### config.mk
export PLATFORM = sky130hd
export DESIGN_NAME = modbus_rtu_request_framer_unit_flat
export DESIGN_NICKNAME = d
export VERILOG_FILES = /design/src/sv/mrf_pkg.sv /design/src/sv/mrf_req_if.sv /design/src/sv/mrf_byte_if.sv /design/src/sv/mrf_request_stage.sv /design/src/sv/mrf_serialiser.sv /design/src/sv/modbus_rtu_request_framer_unit.sv /design/src/flat_wrapper.sv
export SDC_FILE = /design/constraint.sdc
export NUM_CORES = 1
export LEC_CHECK = 0
export ABC_AREA = 1
export BUFFER_PORTS_ARGS = -buffer_cell sky130_fd_sc_hd__buf_2
export CAP_MARGIN = 20
export CORE_ASPECT_RATIO = 0.7
export CORE_UTILIZATION = 45
export DETAILED_ROUTE_END_ITERATION = 8
export SYNTH_ARGS = -nofsm -noshare
export SYNTH_HDL_FRONTEND = slang
export SYNTH_SLANG_ARGS = --single-unit
### constraint.sdc
create_clock -name clk -period 8.9 [get_ports clk]
set_clock_uncertainty 0.15 [all_clocks]
set_input_delay 1.78 -clock clk [delete_from_list [all_inputs] [get_ports clk]]
set_output_delay 1.78 -clock clk [all_outputs]
set_load 0.03 [all_outputs]
### src/sv/mrf_pkg.sv
`timescale 1ns / 1ps

package mrf_pkg;

	// Frame geometry: six header and data bytes, then two CRC bytes.
	localparam int FrameBytes = 8;
	localparam int DataBytes  = 6;
	localparam int IdxW       = $clog2(FrameBytes);

	localparam logic [15:0] CrcInit = 16'hFFFF;
	localparam logic [15:0] CrcPoly = 16'hA001;
	localparam logic [15:0] CoilOn  = 16'hFF00;
	localparam logic [15:0] CoilOff = 16'h0000;

	// Request kinds as they arrive on the request channel.
	typedef enum logic [1:0] {
		KIND_READ_HOLDING = 2'd0,
		KIND_READ_INPUT   = 2'd1,
		KIND_WRITE_COIL   = 2'd2,
		KIND_WRITE_REG    = 2'd3
	} kind_t;

	// Modbus function codes.
	localparam logic [7:0] FcReadHolding = 8'h03;
	localparam logic [7:0] FcReadInput   = 8'h04;
	localparam logic [7:0] FcWriteCoil   = 8'h05;
	localparam logic [7:0] FcWriteReg    = 8'h06;

	typedef logic [IdxW-1:0] idx_t;

	// Byte positions within the frame that are handled specially.
	localparam idx_t CrcLoIdx = idx_t'(DataBytes);
	localparam idx_t LastIdx  = idx_t'(FrameBytes - 1);

	// Byte i of the frame sits at element i.
	typedef logic [DataBytes-1:0][7:0] frame_data_t;

	// Encoded request held in the input stage.
	typedef struct packed {
		logic        valid;
		frame_data_t data;
	} req_s1_t;

	// Serialiser state seen by the input stage and the top level.
	typedef struct packed {
		logic load_ready;
		logic busy;
		logic emit;
		idx_t idx;
	} ser_status_t;

	// One byte of CRC-16/MODBUS, reflected, eight shift steps.
	function automatic logic [15:0] crc_feed(input logic [15:0] crc_in, input logic [7:0] b);
		logic [15:0] c;
		c = crc_in ^ {8'h00, b};
		for (int i = 0; i < 8; i++) begin
			if (c[0]) begin
				c = (c >> 1) ^ CrcPoly;
			end else begin
				c = c >> 1;
			end
		end
		return c;
	endfunction

endpackage

### src/sv/mrf_req_if.sv
`timescale 1ns / 1ps

interface mrf_req_if;
	logic        valid;
	logic        ready;
	logic [1:0]  kind;
	logic [7:0]  slave_id;
	logic [15:0] address;
	logic [15:0] value;

	modport source (output valid, output kind, output slave_id, output address,
		output value, input ready);
	modport sink (input valid, input kind, input slave_id, input address,
		input value, output ready);
endinterface

### src/sv/mrf_byte_if.sv
`timescale 1ns / 1ps

interface mrf_byte_if;
	logic       valid;
	logic       ready;
	logic [7:0] frame_byte;
	logic       last;

	modport source (output valid, output frame_byte, output last, input ready);
	modport sink (input valid, input frame_byte, input last, output ready);
endinterface

### src/sv/mrf_request_stage.sv
`timescale 1ns / 1ps

module mrf_request_stage (
	input  logic                 clk,
	input  logic                 arst_n,
	mrf_req_if.sink              req,
	input  mrf_pkg::ser_status_t status,
	output mrf_pkg::req_s1_t     req_s1
);

	logic                  valid_s1;
	mrf_pkg::frame_data_t  data_s1;
	mrf_pkg::frame_data_t  data_d;
	logic [7:0]            fc;
	logic [15:0]           word;
	logic                  take;

	// The stage is free when empty or when the serialiser takes its content.
	assign req.ready = !valid_s1 || status.load_ready;
	assign take      = req.valid && req.ready;

	// Function code and data word from the request kind.
	always_comb begin
		fc   = mrf_pkg::FcReadHolding;
		word = req.value;
		unique case (req.kind)
			mrf_pkg::KIND_READ_HOLDING: begin
				fc   = mrf_pkg::FcReadHolding;
				word = req.value;
			end
			mrf_pkg::KIND_READ_INPUT: begin
				fc   = mrf_pkg::FcReadInput;
				word = req.value;
			end
			mrf_pkg::KIND_WRITE_COIL: begin
				fc   = mrf_pkg::FcWriteCoil;
				word = (req.value != 16'h0000) ? mrf_pkg::CoilOn : mrf_pkg::CoilOff;
			end
			mrf_pkg::KIND_WRITE_REG: begin
				fc   = mrf_pkg::FcWriteReg;
				word = req.value;
			end
			default: begin
				fc   = mrf_pkg::FcReadHolding;
				word = req.value;
			end
		endcase
	end

	// Frame bytes in transmit order, big-endian address and word.
	always_comb begin
		data_d[0] = req.slave_id;
		data_d[1] = fc;
		data_d[2] = req.address[15:8];
		data_d[3] = req.address[7:0];
		data_d[4] = word[15:8];
		data_d[5] = word[7:0];
	end

	// Occupancy of the input stage.
	always_ff @(posedge clk or negedge arst_n) begin
		if (!arst_n) begin
			valid_s1 <= 1'b0;
		end else if (take) begin
			valid_s1 <= 1'b1;
		end else if (status.load_ready) begin
			valid_s1 <= 1'b0;
		end
	end

	// Encoded request payload.
	always_ff @(posedge clk) begin
		if (take) begin
			data_s1 <= data_d;
		end
	end

	assign req_s1.valid = valid_s1;
	assign req_s1.data  = data_s1;

endmodule

### src/sv/mrf_serialiser.sv
`timescale 1ns / 1ps

module mrf_serialiser (
	input  logic                 clk,
	input  logic                 arst_n,
	input  mrf_pkg::req_s1_t     req_s1,
	output mrf_pkg::ser_status_t status,
	mrf_byte_if.source           frame
);

	logic                  busy_q;
	mrf_pkg::idx_t         idx_q;
	mrf_pkg::frame_data_t  data_q;
	logic [15:0]           crc_q;
	logic                  out_valid_q;
	logic [7:0]            byte_q;
	logic                  last_q;
	logic                  out_free;
	logic                  emit;
	logic                  load_ready;
	logic                  load;
	logic                  in_data;
	logic [7:0]            next_byte;

	// A byte moves into the output register when it is empty or being drained.
	assign out_free   = !out_valid_q || frame.ready;
	assign emit       = busy_q && out_free;
	assign load_ready = !busy_q || (emit && (idx_q == mrf_pkg::LastIdx));
	assign load       = req_s1.valid && load_ready;
	assign in_data    = idx_q < mrf_pkg::CrcLoIdx;

	// Byte selection: stored bytes first, then the CRC low and high bytes.
	always_comb begin
		if (in_data) begin
			next_byte = data_q[idx_q];
		end else if (idx_q == mrf_pkg::CrcLoIdx) begin
			next_byte = crc_q[7:0];
		end else begin
			next_byte = crc_q[15:8];
		end
	end

	// Frame position and output occupancy.
	always_ff @(posedge clk or negedge arst_n) begin
		if (!arst_n) begin
			busy_q      <= 1'b0;
			idx_q       <= '0;
			out_valid_q <= 1'b0;
		end else begin
			if (load) begin
				busy_q <= 1'b1;
				idx_q  <= '0;
			end else if (emit) begin
				busy_q <= (idx_q != mrf_pkg::LastIdx);
				idx_q  <= idx_q + 1'b1;
			end
			if (emit) begin
				out_valid_q <= 1'b1;
			end else if (frame.ready) begin
				out_valid_q <= 1'b0;
			end
		end
	end

	// Frame bytes, running CRC and the output register.
	always_ff @(posedge clk) begin
		if (load) begin
			data_q <= req_s1.data;
			crc_q  <= mrf_pkg::CrcInit;
		end else if (emit && in_data) begin
			crc_q <= mrf_pkg::crc_feed(crc_q, next_byte);
		end
		if (emit) begin
			byte_q <= next_byte;
			last_q <= (idx_q == mrf_pkg::LastIdx);
		end
	end

	assign frame.valid      = out_valid_q;
	assign frame.frame_byte = byte_q;
	assign frame.last       = last_q;

	assign status.load_ready = load_ready;
	assign status.busy       = busy_q;
	assign status.emit       = emit;
	assign status.idx        = idx_q;

endmodule

### src/sv/modbus_rtu_request_framer_unit.sv
`timescale 1ns / 1ps

// Modbus RTU request framer.
// The req channel takes one request beat: kind, slave_id, address and value.
// The frame channel returns eight beats per request in transmit order: slave
// id, function code, address high and low, data word high and low, then the
// CRC-16/MODBUS low and high bytes; last is set on the CRC high byte only.
// A request is encoded into the input stage on acceptance; the serialiser
// loads it on the next cycle when idle, and the first byte then passes from
// the frame registers into the output register. The CRC is updated one byte
// per cycle while the receiver is ready, as the data bytes leave, and the
// next request is loaded in the same cycle as the previous frame's last
// byte, so a waiting request follows without a gap.
// The input stage holds one request while a frame is being sent, so a new
// request is taken without waiting for the output to drain.
// When the receiver holds ready low the output beat stays put, the
// serialiser pauses and, once the input stage is full, req.ready drops.
// Reset clears all valid flags; no frame is in flight afterwards.
module modbus_rtu_request_framer_unit (
	input  logic        clk,
	input  logic        arst_n,
	mrf_req_if.sink     req,
	mrf_byte_if.source  frame
);

	mrf_pkg::req_s1_t     req_s1;
	mrf_pkg::ser_status_t status;

	mrf_request_stage u_request_stage (
		.clk    (clk),
		.arst_n (arst_n),
		.req    (req),
		.status (status),
		.req_s1 (req_s1)
	);

	mrf_serialiser u_serialiser (
		.clk    (clk),
		.arst_n (arst_n),
		.req_s1 (req_s1),
		.status (status),
		.frame  (frame)
	);

`ifndef SYNTHESIS
	// Sending the CRC high byte produces a last beat on the next cycle.
	a_last_follows_crc_hi: assert property (@(posedge clk) disable iff (!arst_n)
		status.emit && (status.idx == mrf_pkg::LastIdx) |=> frame.valid && frame.last)
		else $error("last beat missing after CRC high byte");

	// A loaded request starts at the first frame byte.
	a_load_restarts: assert property (@(posedge clk) disable iff (!arst_n)
		status.load_ready && req_s1.valid |=> status.busy && (status.idx == '0))
		else $error("serialiser did not restart on load");

	// While a last beat waits, the serialiser is idle or at a fresh frame.
	a_last_wraps: assert property (@(posedge clk) disable iff (!arst_n)
		frame.valid && frame.last |-> (status.idx == '0))
		else $error("frame position not wrapped after last beat");
`endif

endmodule
### src/flat_wrapper.sv
// flat-port wrapper written by rule: the top's interface ports become plain ports
module modbus_rtu_request_framer_unit_flat 
  (clk, arst_n, req_valid, req_kind, req_slave_id, req_address, req_value, req_ready, frame_valid, frame_frame_byte, frame_last, frame_ready);
  mrf_req_if req_i ();
  mrf_byte_if frame_i ();
  input  logic clk;
  input  logic arst_n;
  input wire logic [$bits(req_i.valid)-1:0] req_valid;
  input wire logic [$bits(req_i.kind)-1:0] req_kind;
  input wire logic [$bits(req_i.slave_id)-1:0] req_slave_id;
  input wire logic [$bits(req_i.address)-1:0] req_address;
  input wire logic [$bits(req_i.value)-1:0] req_value;
  output wire logic [$bits(req_i.ready)-1:0] req_ready;
  output wire logic [$bits(frame_i.valid)-1:0] frame_valid;
  output wire logic [$bits(frame_i.frame_byte)-1:0] frame_frame_byte;
  output wire logic [$bits(frame_i.last)-1:0] frame_last;
  input wire logic [$bits(frame_i.ready)-1:0] frame_ready;
  assign req_i.valid = req_valid;
  assign req_i.kind = req_kind;
  assign req_i.slave_id = req_slave_id;
  assign req_i.address = req_address;
  assign req_i.value = req_value;
  assign req_ready = req_i.ready;
  assign frame_valid = frame_i.valid;
  assign frame_frame_byte = frame_i.frame_byte;
  assign frame_last = frame_i.last;
  assign frame_i.ready = frame_ready;
  modbus_rtu_request_framer_unit u_core (.clk(clk), .arst_n(arst_n), .req(req_i), .frame(frame_i));
endmodule
After elaboration in Yosys (flattened, before gate mapping). Cells that the tools add are included. Widths: inputs -> output; s select.

Register bits after elaboration: 127. Input port bits: 46. Output and inout port bits: 11.

$add $sub $neg: 1. $lt $le $gt $ge: 2. Equal/unequal tests: 6. Mux-type cells: 37. Bitwise operators: 9. Reductions and logical operators: 17.

Operator list (number): $mux 16 (23); $pmux 16 s2 (1); $pmux 8 s4 (1); $bmux 8 s3 (1); $mux 8 (3); $not 2->3 (8); $reduce_bool 16->1 (1); $xor 16x8->16 (1); $eq 3x3->1 const B (2); $mux 1 (6); $mux 3 (2); $reduce_bool 2->1 (3); $logic_and 1x1->1 (5); $eq 2x2->1 const B (2); $lt 3x4->1 const B (1); $add 3x1->3 const B (1); $logic_not 1->1 (3); $logic_or 1x1->1 (3); $lt 3x3->1 const B (1); $ne 3x3->1 const B (1); $reduce_or 3->1 (1); $eq 2x1->1 const B (1); $logic_not 2->1 (1).

Logic depth before layout (Yosys ltp). Gate-level depths: netlist of run 1.

Depth after elaboration: 34. Mapped depth: 23.

By module. Synthesis of run 1 repeated with hierarchy kept, for this count alone.

Cells, all modules: 488. Area total of the unflattened synthesis: 5315.1 um^2.

Modules (own cells, without submodules): mrf_serialiser (times used 1, cells an instance 375, area each 3683.5 um^2, sequential area each 2157.1 um^2); mrf_request_stage (times used 1, cells an instance 113, area each 1631.6 um^2, sequential area each 1316.3 um^2).

Least setup slack after synthesis of run 1. OpenSTA, ideal clock, no wires.

Path kind: input port to flip-flop. Start: input port frame_ready. End: register u_core.u_serialiser.crc_q[14]. Library setup time: 80 ps. Data arrival time: 4563 ps. Path slack: 4107 ps. Stages: 8. Buffers on the path: 2. Cells stage by stage: inv_1 nand2_1 a21oi_1 nor2_1 inv_1 clkbuf_1 clkbuf_1 o211ai_1.

Cells in the longest elaborated chain, start to end: 5. Elaborated cells between the ends (all ways): 6. Classes of those cells: 6 x reduce/logical.

RTL lines: start, declared (line flat_wrapper.sv:17) `input wire logic [$bits(frame_i.ready)-1:0] frame_ready;`; $logic_or 1x1->1 (line mrf_serialiser.sv:26) `assign out_free = !out_valid_q || frame.ready;`; $logic_and 1x1->1 (line mrf_serialiser.sv:27) `assign emit = busy_q && out_free;`; $logic_and 1x1->1 (line mrf_serialiser.sv:28) `assign load_ready = !busy_q || (emit && (idx_q == mrf_pkg::LastIdx));`; $logic_or 1x1->1 (line mrf_serialiser.sv:28); $logic_and 1x1->1 (line mrf_serialiser.sv:29) `assign load = req_s1.valid && load_ready;`; net u_core.u_serialiser.load (line mrf_serialiser.sv:21) `logic load;`; end signal, assigned (line mrf_serialiser.sv:69) `crc_q <= mrf_pkg::CrcInit;`; end signal, assigned (line mrf_serialiser.sv:71) `crc_q <= mrf_pkg::crc_feed(crc_q, next_byte);`; end, declared (line mrf_serialiser.sv:14) `logic [15:0] crc_q;`.

The timed path passes the listed nets, and every way through them passes these cells. A chain may end at the register's enable or synchronous reset.

Worst setup path after layout of run 1.
Start: input port frame_ready. End: output port req_ready.

Cells in the longest elaborated chain, start to end: 5.

RTL lines: $logic_or 1x1->1 (line mrf_serialiser.sv:26); $logic_and 1x1->1 (line mrf_serialiser.sv:27); $logic_and 1x1->1 (line mrf_serialiser.sv:28); $logic_or 1x1->1 (line mrf_serialiser.sv:28); $logic_or 1x1->1 (line mrf_request_stage.sv:19) `assign req.ready = !valid_s1 || status.load_ready;`; end, declared (line flat_wrapper.sv:13) `output wire logic [$bits(req_i.ready)-1:0] req_ready;`.

Every way passes these cells.

==> results of run 1 <==
power breakdown:
part	switching [W]	leakage (nW)	internal [W]
clock network	0.000239	0.300	0.000494
logic	0.000505	1.36	0.000235
registers	0.0000686	1.07	0.000728
total	0.000813	2.73	0.00146
registers in the layout, summed over array words and instances, names as in the netlist:
| register | flops |
|---|---|
| u_core.u_serialiser.frame.last | 1 |
| u_core.u_request_stage.req_s1 | 43 |
| u_core.u_serialiser.frame.valid | 1 |
| u_core.u_serialiser.crc_q | 16 |
| u_core.u_serialiser.idx_q | 3 |
| u_core.u_serialiser.busy_q | 1 |
| u_core.u_request_stage.valid_s1 | 1 |
| u_core.u_serialiser.frame.frame_byte | 8 |
| u_core.u_serialiser.data_q | 43 |
cells in the mapped netlist (5+ instances only):
cell type,instances
a21oi_1,6
dfrtp_1,6
dfxtp_1,16
edfxtp_1,95
ha_1,5
inv_1,77
inv_2,11
nand2_1,135
nand2_2,17
nand3_1,42
nor2_1,16
o211ai_1,14
o21ai_0,16
o21ai_1,6
metrics by stage:
stage / utilization, % / setup WS, ns
2_1_floorplan: - / 4.11
3_3_place_gp: 51.5 / 4.37
3_5_place_dp: 51.5 / 4.32
4_1_cts: 57.5 / 4.31
5_1_grt: 57.5 / 4.25
6_report: 57.5 / 4.32
routing by layer:
layer  wire [um]  vias up
met3         526       10
met1        4800     1602
met5           0        -
li1            -     1743
met4         106        0
met2        4110       93
cells by family (layout without fill, tap and decap cells):
logic type,Yosys count,in the layout
AO/OA/AOI/OAI,45,45
XOR/XNOR,1,1
adder cells (fa/ha/maj),5,5
buffers and inverters,101,180
flip-flops,117,117
AND/OR/NAND/NOR,222,222
worst paths after layout:
path	startpoint	to	cells after the start
min in group asynchronous	arst_n	u_core.u_serialiser.frame.valid	1
hold / removal	u_core.u_request_stage.req_s1[36]	u_core.u_serialiser.data_q[36]	0
setup reg to reg	u_core.u_serialiser.idx_q[0]	u_core.u_serialiser.crc_q[0]	20
setup / recovery	frame_ready	req_ready	6
hold reg to reg	u_core.u_request_stage.req_s1[36]	u_core.u_serialiser.data_q[36]	0
max in group asynchronous	arst_n	u_core.u_serialiser.idx_q[1]	1
worst max-delay path: cells and delay by family:
family	cells	cell delay [ns]
buffers and inverters	3	0.35
AND/OR/NAND/NOR	2	0.22
AO/OA/AOI/OAI	1	0.31
layout make-up:
class | count | share of cell area (%)
inverters | 90 | 5.55
clock inverters | 13 | 3.40
flip-flops and latches | 117 | 54.4
clock buffers | 18 | 7.02
repair buffers | 59 | 4.96
well taps | 148 | 3.03
multi-input cells | 273 | 21.6
==> run metrics, run 1 <==
status=completed; clock slew at reported path FFs=about 0.05 ns; Startpoint Class=primary input; first-pass GRT wire length=about 16,000 um; Die Y=90.7 um; Crit Path Class=primary input to output pin; FMAX=between 200 and 250 MHz; total wire length=~9500 um; ant diodes=0; Sequential Area=between 3000 and 4000 um2; 1st-iter DRT viols=208; largest family of logic cells by synthesized area=simple AND/OR/NAND/NOR gates; Slew @ Worst Pin=0.864 ns; Mapped Cells=491; min Tclk post-route=~4.6 ns; Post-Syn Area=5050 um2; critical path capture point type=output pin; vias in the first global route=3,243; Vias/cell=a little under 5; Critical Path RT=6.97 ns; Die W=129 um; final period utilization=51.5%; PwrDens=between 300 and 400 nW/um2; Setup Fix Bufs, Post-CTS=0; CTS Root Buffer Type=clkbuf_16; CTS tree=done; routed len/inst=13.3 um; Power Total=0.00227 W; placed cell count=687; Synth cell types=29; Yosys top cell by area=edfxtp_1; initial antenna violation count=0; pins over their slew limit=0; Synth Area in Adders=1.24%; GP Congestion=0.856; gr ovfl total=0; met2 Track Usage GR=between 20% and 30%; Clock Sinks=117; synth warn=0; simple-gate share of the synthesized area=19.3%; top_reg_cell synth=edfxtp_1; Post-Route Setup TNS=0 ns; largest cells by area after synthesis=edfxtp_1 56%, nand2_1 10%, dfxtp_1 6.3%; crit path cell chain=buf_2 -> inv_1 -> nand2_1 -> a21oi_1 -> nand2_1 -> buf_2; area share of xor/xnor cells in the synthesized design=0.173%; Syn Nets=542; met3 Track Usage GR=5.69%; register area share after synthesis=65.7%; Starting Density=47.6%; R2R Setup Slk=5.32 ns; Core Region=10,600 um2; Mean Syn Cell Area=between 10 and 15 um2; Max Root-Sink Buffers=2; Hold Fails Final Rpt=0; largest net degree at the start of global routing=45; area of the multi-input gates=1320 um2; row count=31; CP Data Arrival Time=between 2 and 3 ns; die footprint=11,700 um2; fillers=940; share of cells above drive strength 1=22.1%; FF+latch count, synth=approximately 120; ys async rst share=5.13%; EDFF count, synth=between 90 and 100; Num CTS Buffers=17; Slowest-stage cell, CP=a21oi_1; Layout Cells excl Fill=718; # DRC=0; top-area cell type share of the netlist area=roughly 56%; GR Util met1=24.3%; max cap viols=0; Hold Buf Count CTS=0; DP Area=5470 um2; Hold Path Class=flip-flop to flip-flop; Vias=3,448; Antenna Nets Post-Route=0; Fin Hold WS=0.267 ns; RSZ-0062 raised after global routing=false; most frequent cells in the layout=135 x nand2_1, 95 x edfxtp_1, 77 x inv_1; post-cts sizing count=0; Design Area, Final=between 6000 and 7000 um2; later-pin clock latency in the skew report=0.41 ns; Leak=2.73 nW; IO Count=57; area grow syn2layout=20.9%; CP max FO=3; Peak VDD IR=166 uV; port buffer count=between 50 and 60; Final setup viols=0; DRT Pass-1 Iters=5; relative slew slack=41.7%; most common cell after layout, fill and taps aside=nand2_1; most used routing layer=met2; H-tree depth=4; Worst path max stage delay=0.31 ns; nets@finish=609; Synth Area in Compound Gates=5.32%; mux share of post-synthesis cell area=0%; Tot GR Track Use=17.9%; hpwl dp=between 6000 and 7000 um
(Power assumes the default switching activity.)
==> inputs of run 2 (changes only) <==
--- a/config.mk
+++ b/config.mk
@@ -11,6 +11,7 @@
 export CORE_ASPECT_RATIO = 0.7
 export CORE_UTILIZATION = 45
 export DETAILED_ROUTE_END_ITERATION = 8
+export PLACE_DENSITY = 0.66
 export SYNTH_ARGS = -nofsm -noshare
 export SYNTH_HDL_FRONTEND = slang
 export SYNTH_SLANG_ARGS = --single-unit
==> constraint.sdc (replaced) <==
create_clock -name clk -period 3.9 [get_ports clk]
set_clock_uncertainty 0.15 [all_clocks]
set_input_delay 0.78 -clock clk [delete_from_list [all_inputs] [get_ports clk]]
set_output_delay 0.78 -clock clk [all_outputs]
set_load 0.03 [all_outputs]
==> run metrics, run 2 (synthesized netlist as in run 1, its figures left out) <==
status=completed (unchanged); CP bufs+invs=1 (was 3); # DRC=0 (unchanged); CP max FO=22 (was 3); met2 Track Usage GR=25.2% (was 26.5%); delay-heaviest family, CP=flip-flops (was buffers and inverters); Vias/cell=4.72 (was 4.80); gr ovfl total=0 (unchanged); relative slew slack=39.4% (was 41.7%); min Tclk post-route=about 3.3 ns; met3 Track Usage GR=4.80% (was 5.69%); initial antenna violation count=0 (unchanged); crit path cell chain=ha_1 -> ha_1 -> a21oi_1 -> nand2_1 -> buf_2 (was buf_2 -> inv_1 -> nand2_1 -> a21oi_1 -> nand2_1 -> buf_2); Die W=129 um (unchanged); ant diodes=0 (unchanged); Worst R2R Start=u_core.u_serialiser.idx_q[0] (unchanged); DP Area=5480 um2 (was 5470 um2); RSZ-0062 raised after global routing=false (unchanged); routed len/inst=13.2 um (was 13.3 um); 1st-iter DRT viols=198 (was 208); Post-Route Setup TNS=0 ns (unchanged); most frequent cells in the layout=135 x nand2_1, 95 x edfxtp_1, 77 x inv_1 (unchanged); FMAX=roughly 310 MHz; PwrDens=818 nW/um2 (was 371 nW/um2); Antenna Nets Post-Route=0 (unchanged); first-pass GRT wire length=15,700 um (was 15,600 um); CTS tree=done (unchanged); Leak=2.69 nW (was 2.73 nW); later-pin clock latency in the skew report=0.41 ns (about the same); H-tree depth=4 (unchanged); die footprint=11,700 um2 (unchanged); share of cells above drive strength 1=22.0% (was 22.1%); Num CTS Buffers=17 (unchanged); Hold Buf Count CTS=0 (unchanged); IO Count=57 (unchanged); Crit Path Class=flip-flop to output pin (was primary input to output pin); share of the core filled with cells=56.7% (was 57.5%); CTS Root Buffer Type=clkbuf_16 (unchanged); fillers=932 (was 940); DRT Pass-1 Iters=6 (was 5); Critical Path RT=2.97 ns (was 6.97 ns); Slew @ Worst Pin=0.897 ns (was 0.864 ns); Vias=3,401 (was 3,448); Clock Sinks=117 (unchanged); Hold Fails Final Rpt=0 (unchanged); Startpoint Class=flip-flop (was primary input); GR Util met1=25.3% (was 24.3%); R2R Setup Slk=0.67 ns (was 5.32 ns); most used routing layer=met1 (was met2); Design Area, Final=6020 um2 (was 6110 um2); Setup Fix Bufs, Post-CTS=0 (unchanged); clock slew at reported path FFs=0.05 ns (about the same); Peak VDD IR=357 uV (was 166 uV); port buffer count=56 (unchanged); hpwl dp=6730 um (was 6430 um); GP Congestion=0.842 (was 0.856); Final setup viols=0 (unchanged); row count=31 (unchanged); largest net degree at the start of global routing=44 (was 45); nets@finish=610 (was 609); total wire length=9490 um (was 9540 um); most common cell after layout, fill and taps aside=nand2_1 (unchanged); final period utilization=between 80% and 90%; Worst path max stage delay=0.63 ns (was 0.31 ns); Die Y=90.7 um (unchanged); pins over their slew limit=0 (unchanged); area grow syn2layout=19.2% (was 20.9%); Starting Density=47.6% (unchanged); Tot GR Track Use=18.1% (was 17.9%); RR Endpoint=u_core.u_serialiser.crc_q[0] (unchanged); vias in the first global route=3,247 (was 3,243); CP Data Arrival Time=2.34 ns (was 2.65 ns); Core Region=10,600 um2 (unchanged); post-cts sizing count=0 (unchanged); Max Root-Sink Buffers=2 (unchanged); critical path capture point type=output pin (unchanged); CP dominant cell by count=ha_1; Reg2Reg Depth=20 (unchanged); Slowest-stage cell, CP=dfrtp_1 (was a21oi_1); Hold Path Class=primary input to async pin (was flip-flop to flip-flop); max cap viols=0 (unchanged)
## run 2: cell count changes in the layout (fill, tap and decap cells not counted)
cell / previous run / this run
clkinv_1: 2 / 3
bufinv_16: 5 / 1
clkinv_2: 2 / 4
buf_4: 3 / 4
clkbuf_1: 1 / 2
inv_6: 0 / 1
## run 2: final cells by class
cell class              count  area (um2)  area share, %
clock buffers              19         433           7.19
well taps                 148         185           3.07
multi-input cells         273        1320           22.0
inverters                  90         339           5.63
flip-flops and latches    117        3320           55.2
clock inverters            13         110           1.83
repair buffers             60         310           5.15
## run 2: per-stage QoR
step | cells | total power [W] | setup WS [ns] | hold WS (ns)
after CTS | 720 | 0.00494 | 0.648 | 0.0347
after global routing | 720 | 0.00527 | 0.275 | 0.0420
after detailed placement | 688 | 0.00352 | 0.706 | 0.256
final | 720 | 0.00493 | 0.626 | 0.0445
after global placement | 688 | 0.00346 | 0.842 | 0.256
after floorplan | 491 | 0.00313 | 0.107 | 0.250
## run 2: how the worst max path moves through the flow
stage                                      start                            end  slack [ns]  cells after the start
floorplan                            frame_ready  u_core.u_serialiser.crc_q[14]        0.11                      8
global placement    u_core.u_serialiser.idx_q[0]   u_core.u_serialiser.crc_q[0]        0.84                     20
detailed placement  u_core.u_serialiser.idx_q[0]   u_core.u_serialiser.crc_q[0]        0.71                     20
CTS                 u_core.u_serialiser.idx_q[0]                      req_ready        0.65                      5
global route        u_core.u_serialiser.idx_q[0]   u_core.u_serialiser.crc_q[0]        0.27                     20
finish              u_core.u_serialiser.idx_q[0]                      req_ready        0.63                      5
## run 2: per-layer routing
metal	wire (um)	share of wire, %
met1	4700	50
met5	0	0
met4	212	2.2
met2	3920	41
met3	648	6.8
## run 2: power by group
| group | total (W) | internal (W) | switching [W] |
|---|---|---|---|
| Clock | 0.00141 | 0.000869 | 0.000542 |
| Sequential | 0.00183 | 0.00166 | 0.000168 |
| Combinational | 0.00169 | 0.000538 | 0.00115 |
| Total | 0.00493 | 0.00307 | 0.00186 |
==> inputs of run 3 (changes only) <==
--- a/config.mk
+++ b/config.mk
@@ -11,7 +11,6 @@
 export CORE_ASPECT_RATIO = 0.7
 export CORE_UTILIZATION = 45
 export DETAILED_ROUTE_END_ITERATION = 8
-export PLACE_DENSITY = 0.66
 export SYNTH_ARGS = -nofsm -noshare
 export SYNTH_HDL_FRONTEND = slang
 export SYNTH_SLANG_ARGS = --single-unit
==> constraint.sdc (replaced) <==
create_clock -name clk -period 3.2 [get_ports clk]
set_clock_uncertainty 0.15 [all_clocks]
set_input_delay 0.64 -clock clk [delete_from_list [all_inputs] [get_ports clk]]
set_output_delay 0.64 -clock clk [all_outputs]
set_load 0.03 [all_outputs]
==> run metrics, run 3 (synthesized netlist as in run 1, its figures left out) <==
routed len/inst=13.2 um (about the same); min Tclk post-route=roughly 2.9 ns; first-pass GRT wire length=16,000 um (was 15,700 um); Tot GR Track Use=18.5% (was 18.1%); Hold Buf Count CTS=1 (was 0); Peak VDD IR=498 uV (was 357 uV); 1st-iter DRT viols=330 (was 198); R2R Setup Slk=0.57 ns (was 0.67 ns); RSZ-0062 raised after global routing=false (unchanged); most frequent cells in the layout=135 x nand2_1, 95 x edfxtp_1, 77 x inv_1 (unchanged); nets@finish=614 (was 610); Die Y=90.7 um (unchanged); Post-Route Setup TNS=0 ns (unchanged); CP Data Arrival Time=2.09 ns (was 2.34 ns); gr ovfl total=0 (unchanged); most common cell after layout, fill and taps aside=nand2_1 (unchanged); Vias=3,490 (was 3,401); Hold Path Class=primary input to flip-flop (was primary input to async pin); Vias/cell=4.82 (was 4.72); ant diodes=0 (unchanged); Slew @ Worst Pin=0.714 ns (was 0.897 ns); post-cts sizing count=0 (unchanged); status=completed (unchanged); hpwl dp=6610 um (was 6730 um); CP max FO=14 (was 22); Leak=2.72 nW (was 2.69 nW); IO Count=57 (unchanged); PwrDens=1000 nW/um2 (was 818 nW/um2); largest net degree at the start of global routing=44 (unchanged); row count=31 (unchanged); Startpoint Class=flip-flop (unchanged); Setup Fix Bufs, Post-CTS=0 (unchanged); Hold Fails Final Rpt=0 (unchanged); Final setup viols=0 (unchanged); critical path capture point type=output pin (unchanged); Core Region=10,600 um2 (unchanged); GP Congestion=0.812 (was 0.842); Crit Path Class=flip-flop to output pin (unchanged); die footprint=11,700 um2 (unchanged); fillers=926 (was 932); vias in the first global route=3,378 (was 3,247); CTS tree=done (unchanged); FMAX=348 MHz; Design Area, Final=6070 um2 (was 6020 um2); later-pin clock latency in the skew report=0.41 ns (about the same); pins over their slew limit=0 (unchanged); CTS Root Buffer Type=clkbuf_16 (unchanged); total wire length=9540 um (was 9490 um); H-tree depth=4 (unchanged); # DRC=0 (unchanged); Sequential Area=3320 um2 (unchanged); Antenna Nets Post-Route=0 (unchanged); Critical Path RT=2.41 ns (was 2.97 ns); share of cells above drive strength 1=22.7% (was 22.0%); DRT Pass-1 Iters=5 (was 6); final period utilization=roughly 90%; area grow syn2layout=20.1% (was 19.2%); share of the core filled with cells=57.1% (was 56.7%); area of the multi-input gates=1320 um2 (unchanged); Num CTS Buffers=17 (unchanged); Die W=129 um (unchanged); initial antenna violation count=0 (unchanged); port buffer count=56 (unchanged); Fin Hold WS=0.253 ns (was 0.0445 ns); Max Root-Sink Buffers=2 (unchanged); clock slew at reported path FFs=0.06 ns (was 0.05 ns); Starting Density=47.6% (unchanged); DP Area=5500 um2 (was 5480 um2); Clock Sinks=117 (unchanged); max cap viols=0 (unchanged); relative slew slack=52.4% (was 39.4%)
-- run 3: cell count changes in the layout (fill, tap and decap cells not counted), sizes merged --
cell | before | now
dlygate4sd3 | 0 | 1
inv | 89 | 92
clkbuf | 19 | 18
buf | 60 | 63
clkinv | 10 | 8
-- run 3: per-stage QoR --
stage | setup slack [ns] | std cells | total power (W)
after floorplan | 0.235 | 491 | 0.00382
after global placement | 0.711 | 691 | 0.00424
after detailed placement | 0.628 | 691 | 0.00431
after CTS | 0.329 | 724 | 0.00610
after global routing | 0.209 | 724 | 0.00648
final | 0.324 | 724 | 0.00608
-- run 3: critical path, stage by stage, from the launching register on --
cell and delay, ns:
dfrtp_1 0.38, buf_4 0.20, ha_1 0.19, ha_1 0.22, a21oi_1 0.35, nand2_1 0.14
buf_2 0.21
-- run 3: where the power goes --
group          switching (W)  internal, W
registers           0.000146      0.00203
clock network       0.000679      0.00107
logic                0.00148     0.000674
total                0.00231      0.00377
-- run 3: layer usage --
metal / track usage [%] / vias to the layer above / wire (um)
met4: 8.82 / 0 / 174
met2: 27.0 / 114 / 4200
met5: 0 / - / 0
met3: 6.22 / 12 / 569
met1: 24.6 / 1605 / 4600
li1: - / 1759 / -
-- run 3: path summary, 6_finish.rpt --
check / cells past startpoint / from / end
min in group asynchronous: 2 / arst_n / u_core.u_serialiser.busy_q
worst max register to register: 21 / u_core.u_serialiser.idx_q[0] / u_core.u_serialiser.crc_q[0]
worst min-delay path: 1 / req_address[1] / u_core.u_request_stage.req_s1[25]
max in group asynchronous: 2 / arst_n / u_core.u_serialiser.idx_q[1]
worst max-delay path: 6 / u_core.u_serialiser.idx_q[1] / req_ready
worst min register to register: 0 / u_core.u_request_stage.req_s1[9] / u_core.u_serialiser.data_q[9]
-- run 3: layout make-up --
type                    instances  share of cell area, %
flip-flops and latches        117                   54.8
inverters                      90                   5.59
clock inverters                14                   2.10
well taps                     148                   3.05
repair buffers                 64                   5.65
clock buffers                  18                   7.07
multi-input cells             273                   21.8
